### config.mk
export PLATFORM = sky130hd
export DESIGN_NAME = rmq_div
export DESIGN_NICKNAME = d
export VERILOG_FILES = /design/src/rtl/rmq_pkg.sv /design/src/rtl/rmq_div.sv
export SDC_FILE = /design/constraint.sdc
export NUM_CORES = 2
export LEC_CHECK = 0
export BUFFER_PORTS_ARGS = -buffer_cell sky130_fd_sc_hd__buf_2
export CORE_MARGIN = 4
export CORE_UTILIZATION = 59
export CTS_CLUSTER_DIAMETER = 150
export DETAILED_ROUTE_END_ITERATION = 16
export PLACE_DENSITY = 0.78
export SETUP_SLACK_MARGIN = 0.1
export SLEW_MARGIN = 30
export SYNTH_ARGS = -nofsm -noshare
export SYNTH_HDL_FRONTEND = slang
export SYNTH_SLANG_ARGS = --single-unit
### constraint.sdc
create_clock -name clk -period 13.87 [get_ports clk]
set_input_delay 2.774 -clock clk [delete_from_list [all_inputs] [get_ports clk]]
set_output_delay 2.774 -clock clk [all_outputs]
set_load 0.01 [all_outputs]
### src/rtl/rmq_pkg.sv
// ---------------------------------------------------------------------------
// rmq_pkg
// Shared types and constants for the matrix-to-quaternion pipeline.
// ---------------------------------------------------------------------------
`default_nettype none
package rmq_pkg;
  localparam int FracBits = 14;
  localparam int RootInW  = 34;
  localparam int RootW    = RootInW / 2;
  localparam int DenW     = RootW + 2;
  localparam int PairW    = 17;
  localparam int NumW     = PairW - 1 + FracBits + 1;
  localparam int QuoW     = NumW;
  localparam logic [1:0] PivX = 2'd0;
  localparam logic [1:0] PivY = 2'd1;
  localparam logic [1:0] PivZ = 2'd2;
  localparam logic [1:0] PivW = 2'd3;

  typedef struct packed {
    logic signed [15:0] m00;
    logic signed [15:0] m01;
    logic signed [15:0] m02;
    logic signed [15:0] m10;
    logic signed [15:0] m11;
    logic signed [15:0] m12;
    logic signed [15:0] m20;
    logic signed [15:0] m21;
    logic signed [15:0] m22;
  } mat_t;

  typedef struct packed {
    logic signed [15:0] qx;
    logic signed [15:0] qy;
    logic signed [15:0] qz;
    logic signed [15:0] qw;
    logic [1:0]         pivot;
    logic               invalid;
  } quat_t;

  typedef struct packed {
    logic [1:0]              pivot;
    logic                    bad;
    logic                    [2:0] neg;
    logic [3*PairW-1:0]      mag;
  } side_t;
endpackage
`default_nettype wire

### src/rtl/rmq_div.sv
// ---------------------------------------------------------------------------
// rmq_div
// Pipelined restoring unsigned divider with round-half-up quotient.
// ---------------------------------------------------------------------------
`default_nettype none
module rmq_div
  import rmq_pkg::*;
(
  input  wire logic            clk,
  input  wire logic            adv,
  input  wire logic [NumW-1:0] num,
  input  wire logic [DenW-1:0] den,
  output logic      [QuoW-1:0] quo
);
  localparam int RemW = DenW + 1;
  logic [NumW-1:0] nm  [QuoW+1];
  logic [DenW-1:0] dv  [QuoW+1];
  logic [RemW-1:0] rm  [QuoW+1];
  logic [QuoW-1:0] qq  [QuoW+1];
  logic [NumW-1:0] nm_n [QuoW];
  logic [DenW-1:0] dv_n [QuoW];
  logic [RemW-1:0] rm_n [QuoW];
  logic [QuoW-1:0] qq_n [QuoW];

  assign nm[0] = num + NumW'(den >> 1);
  assign dv[0] = den;
  assign rm[0] = '0;
  assign qq[0] = '0;

  for (genvar i = 0; i < QuoW; i++) begin : g_stage
    logic [RemW:0] sh;
    always_comb begin
      sh = {rm[i], nm[i][NumW-1-i]};
      nm_n[i] = nm[i];
      dv_n[i] = dv[i];
      if (sh >= {2'b0, dv[i]}) begin
        rm_n[i] = RemW'(sh - {2'b0, dv[i]});
        qq_n[i] = qq[i] | (QuoW'(1) << (QuoW - 1 - i));
      end else begin
        rm_n[i] = sh[RemW-1:0];
        qq_n[i] = qq[i];
      end
    end
    if (i % 4 == 3) begin : g_reg
      always_ff @(posedge clk) begin
        if (adv) begin
          nm[i+1] <= nm_n[i];
          dv[i+1] <= dv_n[i];
          rm[i+1] <= rm_n[i];
          qq[i+1] <= qq_n[i];
        end
      end
    end else begin : g_pass
      assign nm[i+1] = nm_n[i];
      assign dv[i+1] = dv_n[i];
      assign rm[i+1] = rm_n[i];
      assign qq[i+1] = qq_n[i];
    end
  end

  assign quo = qq[QuoW];
endmodule
`default_nettype wire

# == Word level (Yosys, flattened, before mapping) ==
# Cells that the tools add are included.
# totals
reg_bits,595
inputBits,52
out_inout_bits,31
elab_cells,151
# op_classes
addsub,31
order_cmp,31
mux,54
# op_table
op,count
21-bit by 19-bit >= comparator with 1-bit output,30
20-bit two-way mux,30
20-bit by 19-bit subtractor with 20-bit output,29
31-bit by 18-bit adder with 31-bit output,1
31-bit two-way mux,1
30-bit two-way mux,1
29-bit two-way mux,1
27-bit two-way mux,1
26-bit two-way mux,1
25-bit two-way mux,1
23-bit two-way mux,1
22-bit two-way mux,1
21-bit two-way mux,1
1-bit by 19-bit subtractor with 20-bit output,1
1-bit by 19-bit >= comparator with 1-bit output,1
19-bit two-way mux,1
18-bit two-way mux,1
17-bit two-way mux,1
15-bit two-way mux,1
14-bit two-way mux,1
13-bit two-way mux,1
11-bit two-way mux,1
10-bit two-way mux,1
9-bit two-way mux,1
other kinds (6),6

# == Depth between registers and ports, before layout ==
# logic_depth
depth_word,9
mapped_depth,54
ltp_nobuf,52

# == Worst setup path after synthesis ==
# Ideal clock, no wire load.
# synth_timing
path_kind,input port to flip-flop
start,in num[0]
end,"reg rm (netlist bit g_stage[4].sh[12]), data pin"
setup_ns,0.260
arrival_time_ns,13.084
required_ns,13.610
setup_slack_ns,0.526
stages,52
path_buffers,3
path_cell_list,ha_1 fa_1 a21oi_1 o21bai_1 a21oi_1 o21ai_0 a221o_1 a31o_2 a41o_1 xnor2_1 ha_1 clkinv_1 ha_1 a21oi_1 nor2_1 mux2_2 inv_1 ha_1 [16 not listed] a21oi_1 o21ai_0 a21o_1 nor3_1 clkbuf_1 mux2i_1 ha_1 a21o_1 a21o_1 a21o_1 a31o_2 a211o_1 nand2_1 o2111ai_1 a21oi_1 o211ai_1 buf_1 mux2_2
# synth_rtl
item,line_no,text
start: declaration,rmq_div.sv:11,"input wire logic [NumW-1:0] num,"
end signal: indexed assignment,rmq_div.sv:49,rm[i+1] <= rm_n[i];
end: declaration,rmq_div.sv:18,logic [RemW-1:0] rm [QuoW+1];

==> impl_metrics.yaml <==
outcome:
  status: "complete, no violations"
floorplanning:
  core_sq_um: 85000
  rows: 107
  start_util: 0.594
  num_io_pins: 83
  die_y_um: 301
  die_w_um: 301
  die_area_sq_um: 90300
timing:
  holdWs_ns: 0.405
  maxSlewViolCount: 0
  setup_violations: 0
  fmax_mhz: 75.6
  finClkSkew_ns: 0.0255
  layout_min_cycle_time_ns: 13.22
  period_share: 0.953
  slew_headroom: 0.347
  grt_setup_unrepaired: "no"
  worst_pin_slew_ns: 0.979
  hold_viol: 0
grt:
  use_met2: 0.463
  grt_util_met1: 0.407
  grt_use_met3: 0.0376
  grt_usage: 0.290
  grt_pass1_vias: 39752
  grt_first_pass_wirelength_um: 213000
  grt_max_degree: 153
  antenna_found_initial: 1
  grt-ovfl-total: 0
  grt-busiest-layer: "met2"
synth:
  ys_ff_latch: 490
  ys_seq_area_frac: 0.291
  synthTopCellsByArea: "edfxtp_1 (29%), ha_1 (15%), mux2_2 (6.2%)"
  synth_fp_nets: 6217
  synth_top_area_cell: "edfxtp_1"
  syn_inst: 5545
  synthArstFlopShare: 0
  post_synth_num_cell_types: 104
  ys.warnings.count: 0
  ys.flop_type: "edfxtp_1"
  syn-cell-area_sq_um: 50500
  netlist.area_leader.share: 0.291
  synth_edf_count: 490
  synth.avg_cell_area_sq_um: 9.11
route:
  drt_iter0_drc: 4161
  ant_nets: 0
  viasPerCell: 6.28
  wl_per_cell_um: 19.9
  first_pass_iters: 6
  finalWirelength_um: 136000
  dr_total_vias: 42893
  route.detailed.drc: 0
clock_tree:
  cts_root_buf: "clkbuf_16"
  clock_latency_ns: 0.63
  cts_tree: "built"
  cts.path.max_buffers: 3
  cts_buffers: 54
  cts_sinks: 490
  htree_levels: 2
  path_clk_slew_ns: 0.07
job:
  maxCapViolCount: 0
worst_hold_path:
  holdCritPathClass: "reg2reg"
setup_path:
  start_kind: "register"
  cp-end-kind: "register"
  crit_arrival_ns: 13.60
  path_class: "reg2reg"
  critPathMaxFanout: 19
  cp_slowest_cell: "or3_1"
  cp_slowest_stage_delay_ns: 0.58
  cp.required_ns: 14.24
place:
  dp_hpwl_um: 108000
  gp_congestion: 0.992
  portBuffers: 82
cells_and_area:
  final_common_cell: "ha_1"
  final_cell_mix: "ha_1 (590), edfxtp_1 (490), a21oi_1 (463)"
  area_delta_synth_final_pct: 7.34
  fin_nets: 6316
  drive_gt1_frac: 0.113
final timing paths:
path | start | to | slack [ns] | cells past startpoint
worst min-delay path | nm[631] | nm[507] | 0.40 | 0
worst max register to register | dv[77] | g_stage[28].sh[10] | 0.65 | 45
worst min register to register | nm[631] | nm[507] | 0.40 | 0
worst max-delay path | dv[77] | g_stage[28].sh[10] | 0.65 | 45
area by class of cell:
class	instances	area [sq um]
multi-input cells	4531	33700
clock buffers	59	1390
well taps	1144	1430
fillers	7066	30800
repair buffers	162	1050
diodes	1	2.50
flip-flops and latches	490	14700
clock inverters	40	358
inverters	405	1520
synth_stat cells, types with 62 or more instances:
cell type / number
ha_1: 590
edfxtp_1: 490
a21oi_1: 466
nor2_1: 429
inv_1: 397
nand2_1: 362
o21ai_0: 322
xnor2_1: 295
mux2_2: 278
a21o_1: 181
xor2_1: 127
nand3_1: 123
nor3_1: 115
nand4_1: 96
o21a_1: 95
nor2b_1: 84
nand2b_1: 66
clkbuf_1: 62
worst max-delay path, delay by kind of cell (launching register included):
kind                       cells  cell delay, ns
muxes                          1            0.39
DFF                            1            0.47
adders and majority gates      4            1.30
buffers and inverters          6            1.57
and+or+nand+nor               11            2.66
AOI/OAI and AO/OA             23            6.54
through the flow:
step | setup slack, ns | setup TNS [ns] | std cells | area, sq um | util
final | 0.648 | 0 | 6832 | 54200 | 0.638
after global routing | 0.131 | 0 | 6831 | 54200 | 0.638
after CTS | 0.431 | 0 | 6831 | 54100 | 0.637
after detailed placement | -0.172 | -2.91 | 6732 | 52400 | 0.616
after global placement | 0.184 | 0 | 6731 | 52400 | 0.616
after floorplan | 0.526 | 0 | 5545 | 50500 | -
repair_timing:
action / CTS / global route
hold buffers: 0 / 0
endpoints found under the setup margin: 0 / 39
resized for setup: 0 / 10
buffers inserted: 0 / 0
metal layers:
layer	routed length [um]	vias to the layer above
met5	0	-
met4	5120	0
met3	9780	255
met2	60300	1450
met1	60700	20263
li1	-	20925
logic make-up (layout without fill, tap and decap cells):
kind of cell / count (synthesis) / count (layout) / share of synthesized area
AOI/OAI and AO/OA: 1572 / 1572 / 0.204
and+or+nand+nor: 1555 / 1555 / 0.151
adders and majority gates: 620 / 620 / 0.158
buffers and inverters: 524 / 666 / 0.0424
DFF: 490 / 490 / 0.291
xor gates and xnor gates: 422 / 422 / 0.0732
muxes: 362 / 362 / 0.0803
other: 0 / 1 / 0
flip-flops by register name (all words and copies together), names as in the netlist:
| name | count |
|---|---|
| nm | 78 |
| qq | 112 |
| dv | 133 |
| g_stage.sh | 167 |
Power is not shown: default switching activity piles up to over one toggle a cycle in this logic, so the estimate is an artifact.
