File: src/rtl/rmq_pkg.sv
// ---------------------------------------------------------------------------
// rmq_pkg
// Shared types and constants for the matrix-to-quaternion pipeline.
// ---------------------------------------------------------------------------
`default_nettype none
package rmq_pkg;
  localparam int FracBits = 14;
  localparam int RootInW  = 34;
  localparam int RootW    = RootInW / 2;
  localparam int DenW     = RootW + 2;
  localparam int PairW    = 17;
  localparam int NumW     = PairW - 1 + FracBits + 1;
  localparam int QuoW     = NumW;
  localparam logic [1:0] PivX = 2'd0;
  localparam logic [1:0] PivY = 2'd1;
  localparam logic [1:0] PivZ = 2'd2;
  localparam logic [1:0] PivW = 2'd3;

  typedef struct packed {
    logic signed [15:0] m00;
    logic signed [15:0] m01;
    logic signed [15:0] m02;
    logic signed [15:0] m10;
    logic signed [15:0] m11;
    logic signed [15:0] m12;
    logic signed [15:0] m20;
    logic signed [15:0] m21;
    logic signed [15:0] m22;
  } mat_t;

  typedef struct packed {
    logic signed [15:0] qx;
    logic signed [15:0] qy;
    logic signed [15:0] qz;
    logic signed [15:0] qw;
    logic [1:0]         pivot;
    logic               invalid;
  } quat_t;

  typedef struct packed {
    logic [1:0]              pivot;
    logic                    bad;
    logic                    [2:0] neg;
    logic [3*PairW-1:0]      mag;
  } side_t;
endpackage
`default_nettype wire

File: src/rtl/rmq_sqrt.sv
// ---------------------------------------------------------------------------
// rmq_sqrt
// Pipelined restoring integer square root, one result bit per stage.
// ---------------------------------------------------------------------------
`default_nettype none
module rmq_sqrt
  import rmq_pkg::*;
(
  input  wire logic               clk,
  input  wire logic               adv,
  input  wire logic [RootInW-1:0] radicand,
  output logic      [RootW-1:0]   root
);
  logic [RootInW-1:0] rem  [RootW+1];
  logic [RootW-1:0]   res  [RootW+1];
  logic [RootInW-1:0] rem_next [RootW];
  logic [RootW-1:0]   res_next [RootW];

  assign rem[0] = radicand;
  assign res[0] = '0;

  for (genvar i = 0; i < RootW; i++) begin : g_stage
    localparam int Sh = 2 * (RootW - 1 - i);
    logic [RootInW+1:0] trial;
    always_comb begin
      trial = ({2'b0, res[i]} << (RootW - i)) | ({{(RootInW+1){1'b0}}, 1'b1} << Sh);
      if ({2'b0, rem[i]} >= trial) begin
        rem_next[i] = rem[i] - trial[RootInW-1:0];
        res_next[i] = res[i] | (RootW'(1) << (RootW - 1 - i));
      end else begin
        rem_next[i] = rem[i];
        res_next[i] = res[i];
      end
    end
    if (i % 3 == 2) begin : g_reg
      always_ff @(posedge clk) begin
        if (adv) begin
          rem[i+1] <= rem_next[i];
          res[i+1] <= res_next[i];
        end
      end
    end else begin : g_pass
      assign rem[i+1] = rem_next[i];
      assign res[i+1] = res_next[i];
    end
  end

  assign root = res[RootW];
endmodule
`default_nettype wire

File: config.mk
export PLATFORM = sky130hd
export DESIGN_NAME = rmq_sqrt
export DESIGN_NICKNAME = d
export VERILOG_FILES = /design/src/rtl/rmq_pkg.sv /design/src/rtl/rmq_sqrt.sv
export SDC_FILE = /design/constraint.sdc
export NUM_CORES = 1
export LEC_CHECK = 0
export BUFFER_PORTS_ARGS = -buffer_cell sky130_fd_sc_hd__clkbuf_2
export CORE_ASPECT_RATIO = 1.2
export CORE_MARGIN = 2
export CORE_UTILIZATION = 55
export CTS_BUF_LIST = sky130_fd_sc_hd__clkbuf_16
export CTS_CLUSTER_DIAMETER = 60
export CTS_CLUSTER_SIZE = 24
export DETAILED_ROUTE_END_ITERATION = 7
export HOLD_SLACK_MARGIN = 0.1
export PLACE_DENSITY = 0.72
export SLEW_MARGIN = 20
export SYNTH_ARGS = -nofsm -noshare
export SYNTH_HDL_FRONTEND = slang
export SYNTH_SLANG_ARGS = --single-unit
export TNS_END_PERCENT = 30
File: constraint.sdc
create_clock -name clk -period 16.82 [get_ports clk]
set_input_delay 1.682 -clock clk [delete_from_list [all_inputs] [get_ports clk]]
set_output_delay 1.682 -clock clk [all_outputs]
set_load 0.02 [all_outputs]
* After elaboration in Yosys (flattened, before gate mapping)
Cells that the tools add are included.
Cells by class: add/sub/neg operators 16, order comparisons 17, muxes and demuxes 28
Operator list (count):
- 34-bit 2-to-1 mux | 16
- 34-bit by 18-bit greater-or-equal comparator with 1-bit output | 1
- 34-bit by 19-bit greater-or-equal comparator with 1-bit output | 1
- 34-bit by 20-bit greater-or-equal comparator with 1-bit output | 1
- 34-bit by 21-bit greater-or-equal comparator with 1-bit output | 1
- 34-bit by 22-bit greater-or-equal comparator with 1-bit output | 1
- 34-bit by 23-bit greater-or-equal comparator with 1-bit output | 1
- 34-bit by 24-bit greater-or-equal comparator with 1-bit output | 1
- 34-bit by 25-bit greater-or-equal comparator with 1-bit output | 1
- 34-bit by 26-bit greater-or-equal comparator with 1-bit output | 1
- 34-bit by 27-bit greater-or-equal comparator with 1-bit output | 1
- 34-bit by 28-bit greater-or-equal comparator with 1-bit output | 1
- 34-bit by 29-bit greater-or-equal comparator with 1-bit output | 1
- 34-bit by 30-bit greater-or-equal comparator with 1-bit output | 1
- 34-bit by 31-bit greater-or-equal comparator with 1-bit output | 1
- 34-bit by 32-bit greater-or-equal comparator with 1-bit output | 1
- 34-bit by 33-bit greater-or-equal comparator with 1-bit output | 1
- 34-bit by 33-bit greater-or-equal comparator with 1-bit output (second input constant) | 1
- 34-bit by 19-bit subtractor with 34-bit output | 1
- 34-bit by 20-bit subtractor with 34-bit output | 1
- 34-bit by 21-bit subtractor with 34-bit output | 1
- 34-bit by 22-bit subtractor with 34-bit output | 1
- 34-bit by 23-bit subtractor with 34-bit output | 1
- 34-bit by 24-bit subtractor with 34-bit output | 1
- 22 further kinds | 22
Word-level totals: register bits 255, bits of input ports 36, output and inout bits 17, word-level logic and storage cells 76

* Logic depth before layout (Yosys ltp)
depth after elaboration 6, mapped depth 42, gate-level depth less buffers 37

* Worst setup path after synthesis
OpenSTA, ideal clock, no wires.
path type reg-to-reg, from register, netlist name g_stage[12].trial[20], to register rem[97] in the netlist's numbering, data pin, setup time 0.270 ns, arrival time 7.821 ns, data required time 16.550 ns, path slack 8.729 ns, stages on the path, launching flop included 42, buffers on the path 6, clock period less this slack 8.091 ns, cells stage by stage edfxtp_1 -> inv_1 -> ha_1 -> clkbuf_1 -> a21oi_1 -> nand2_1 -> a21o_1 -> nor3_1 -> buf_2 -> nand2_1 -> buf_1 -> clkbuf_1 -> a21oi_1 -> ha_1 -> and4b_1 -> nand3b_1 -> nor2_1 -> or4_1 -> [6 not listed] -> clkbuf_1 -> nor2_1 -> xnor2_1 -> ha_1 -> a21o_1 -> a21o_1 -> a211o_1 -> a21o_1 -> a21oi_1 -> nor2b_1 -> o21a_1 -> a41oi_1 -> a211o_1 -> o21ai_0 -> nand3b_1 -> a21oi_1 -> nand3_1 -> xnor2_1
RTL lines:
- end signal: indexed assignment | line rmq_sqrt.sv:38 | rem[i+1] <= rem_next[i];
- end: declaration | line rmq_sqrt.sv:14 | logic [RootInW-1:0] rem [RootW+1];

==> results list <==
- Setup repair after global routing left no endpoint under its margin.
- H-Tree Level Count: 1
- TritonCTS built the clock tree.
- Post-synth EDFFs: 215
* Ports: 53
- Number of cells produced by synthesis: 2154
- The via count of the first global-routing pass came to 16400.
* Clock-pin slew reported for the worst setup and hold paths after clock tree synthesis: 0.09 ns
- Detailed-route wire length: 51500 um
- After synthesis, flip-flops and latches occupy 33.4% of the total area.
- Share of power burned in the clock network: 12.5%
* Final period util: 60.5%
- Leading area contributor after synthesis: edfxtp_1
- Final Skew: 0.0377 ns
- Counting cells, the worst reg-to-reg path comes to 36.
- End of the worst hold path: rem[176]$_DFFE_PP_
- Least-Margin Pin Slew: 1.03 ns
* Number of buffers between clock root and the deepest sink: 3
* Ratio of total power to cell area: 199 nW/um2
* Post-synthesis area per instance: 8.97 um2
- The worst pin sits at a relative slew slack of 31.6%.
* Commonest cells after routing, fill and taps aside: 215 x edfxtp_1, 180 x a21oi_1, 178 x ha_1
* Number of max-capacitance violations reported: 0
- The first global-routing pass estimated 82700 um of wire.
- Average routed wire per standard cell: 19.4 um
- Synth unique cells: 99
- The run finished with clean final reports.
- Reg-to-reg setup timing slack: 6.64 ns
- In the final layout, the multi-input gates occupy 12100 um2.
- Instance area at placement: 20000 um2
* Warnings, synthesis: 0
* Static Leakage: 8.43 nW
- Count of buffers from port buffering: 52
- The number of clock buffers added by TritonCTS is 20.
- Counting instances, the worst hold path has a depth of 0.
* Post-cts hold buffer count: 0
- Worst reg2reg path endpoint: rem[97]$_DFFE_PP_
- After detailed routing, the number of vias per cell comes to 6.23.
* GRT overflow: 0
* Final layout net count: 2389
- After floorplanning, the core was divided into 75 placement rows.
* Worst Setup Path Type: register to register
* CTS Sinks: 215
- Clk_lat worst skew: 0.56 ns
- The initial antenna violation count was 0.
- Largest cells by area after synthesis: edfxtp_1 33%, ha_1 12%, xnor2_1 5.9%
- STA classifies the critical path endpoint as a register.
* Hold wc startpoint: rem[278]$_DFFE_PP_
- For this design the total switching power over the nets is 0.00194 W.
- For this run, the leading register cell type out of synthesis is edfxtp_1.
* Area of the placeable core: 34800 um2
- Post-synthesis to final-layout area growth: 7.41%
- Comb pwr share: 65.1%
- Once the clock tree was built, the setup fixing pass inserted 0 buffers.
- The layout has 3052 filler cells.
* Total routing resource utilization after global routing: 28.0%
- For this run, design rule violations remaining after detail routing come to 0.
* Crit-path max FO: 25
* Top cell type's share of synthesized area: 33.4%
* Total power draw: 0.00413 W
* P_int: 0.00220 W
- The cell area that synthesis handed to floorplanning was 19300 um2.
- Buffers plus inverters on the worst setup path: 3
* Die Height: 209 um
* Classification of the worst-slack hold path: register to register
* Proportion of layout cells with a drive suffix above 1: 7.08%
- Summed over all failing endpoints, the final setup total negative slack is 0 ns.
- DIE WIDTH: 175 um
- Initial Utilization: 55.5%
- Data arrival time of the critical path: 10.46 ns
- Leaving out fill and tap cells, the most frequent cell in the layout is edfxtp_1.
* Total nets after synthesis: 2368
- The congestion estimate from routability-driven global placement came to 1.00.
- Of the total power, registers draw 22.4%.
- DP Wirelength: 40900 um
- Antenna Nets Post-Route: 0
* Worst-path cell with the longest stage delay: nand2_1
- For this run, the detailed router's first-pass iteration total came to 6.
* Via count: 16500
* CP startpoint kind: register
* Root buffer cell: clkbuf_16
- The die covers 36700 um2.
* Ys async rst share: 0%
- Synthesis inferred 215 register bits.
- Diodes inserted: 0
- In this run, post-CTS repair resized a total of 0 instances.
- After detailed placement, the design holds a cell count of 2615.
- Switching Fraction: 46.8%
- Maximum number of pins on one net before global-route repair: 85
* Final-report hold violation count: 0
- FMAX: 98.3 MHz
* Critical Path RT: 17.10 ns
- Once layout is complete, the cells apart from fillers number 2651.
* Final setup violation count: 0
* Reg-to-reg critical path startpoint: rem[191]$_DFFE_PP_
- Family of cells with the greatest summed delay on the critical path: simple AND/OR/NAND/NOR gates
- Highest cell delay on the worst timing path: 0.63 ns
- Storage element area: 6460 um2
* Number of max-slew violations in the final report: 0
* Peak ir drop on the vdd network: 0.134 mV
* Fin crit period: 10.18 ns
- Number of DRC violations after detailed-routing iteration 0: 1004
- Total non-filler cell area in the finished layout: 20800 um2
-- metrics by stage --
step	util [%]	setup slack, ns	hold slack, ns
floorplan	-	8.73	0.417
finish	59.6	6.64	0.445
global route	59.6	5.84	0.454
CTS	59.6	6.81	0.448
detailed placement	57.4	6.84	0.434
global placement	57.4	7.05	0.430
-- metal layers --
metal / vias up / global-route usage [%] / routed length [um] / part of all wire [%]
met1: 7823 / 29.1 / 19500 / 38
met4: 0 / 15.4 / 2920 / 5.7
met5: - / 0 / 0 / 0
met3: 170 / 2.92 / 1830 / 3.6
li1: 8107 / - / - / -
met2: 417 / 54.2 / 27300 / 53
-- worst max-delay path by stage --
stage / from / end / slack [ns] / cells past startpoint
after floorplan: g_stage[12].trial[20]$_DFFE_PP_ / rem[97]$_DFFE_PP_ / 8.73 / 41
after global placement: rem[191]$_DFFE_PP_ / rem[97]$_DFFE_PP_ / 7.05 / 36
after detailed placement: rem[191]$_DFFE_PP_ / rem[97]$_DFFE_PP_ / 6.84 / 36
after CTS: rem[191]$_DFFE_PP_ / rem[97]$_DFFE_PP_ / 6.81 / 36
after global routing: rem[191]$_DFFE_PP_ / rem[97]$_DFFE_PP_ / 5.84 / 36
final: rem[191]$_DFFE_PP_ / rem[97]$_DFFE_PP_ / 6.64 / 36
-- state kept, by name (all words and copies together), names as in the netlist --
| signal | count |
|---|---|
| g_stage.trial | 45 |
| rem | 170 |
-- cell usage after synthesis (all sizes together), types with 33 or more instances --
library cell,instances
xor2,65
nor3,67
o21a,33
ha,178
inv,148
o21ai,95
nand4,35
nor2,162
edfxtp,215
a21oi,181
nand2,165
nor4,48
nand3,54
clkbuf,46
a21o,61
xnor2,131
-- worst reg2reg max path: cells and delay by family, from the launching register on --
kind | cells | cell delay (ns)
AO/OA/AOI/OAI | 14 | 3.36
XOR/XNOR | 2 | 0.36
adder cells (fa/ha/maj) | 3 | 1.18
buffers and inverters | 3 | 1.19
flip-flops | 1 | 0.45
AND/OR/NAND/NOR | 14 | 3.40
-- power by group through the flow --
| stage | clock network [W] | logic (W) | registers, W |
|---|---|---|---|
| global route | 0.000547 | 0.00299 | 0.000938 |
| CTS | 0.000530 | 0.00265 | 0.000921 |
| finish | 0.000518 | 0.00269 | 0.000924 |
| global placement | 0 | 0.00258 | 0.000928 |
| detailed placement | 0 | 0.00264 | 0.000932 |
| floorplan | 0 | 0.00215 | 0.000875 |
-- layout make-up --
type	count	share of cell area, %
multi-input combinational	1729	58.1
timing repair buffer	60	1.59
sequential	215	31.1
inverter	149	2.69
clock buffer	20	2.41
tap	462	2.79
clock inverter	16	1.31
-- logic make-up (layout without fill, tap and decap cells) --
family,Yosys count,in the layout,synth area share (%)
DFF,215,215,33.4
xor gates and xnor gates,196,196,8.88
adders and majority gates,179,179,11.6
AOI/OAI and AO/OA,606,606,21.2
muxes,29,29,1.61
buffers and inverters,210,245,4.18
and+or+nand+nor,719,719,19.2
Note: power is estimated with default switching activity, not from simulation.
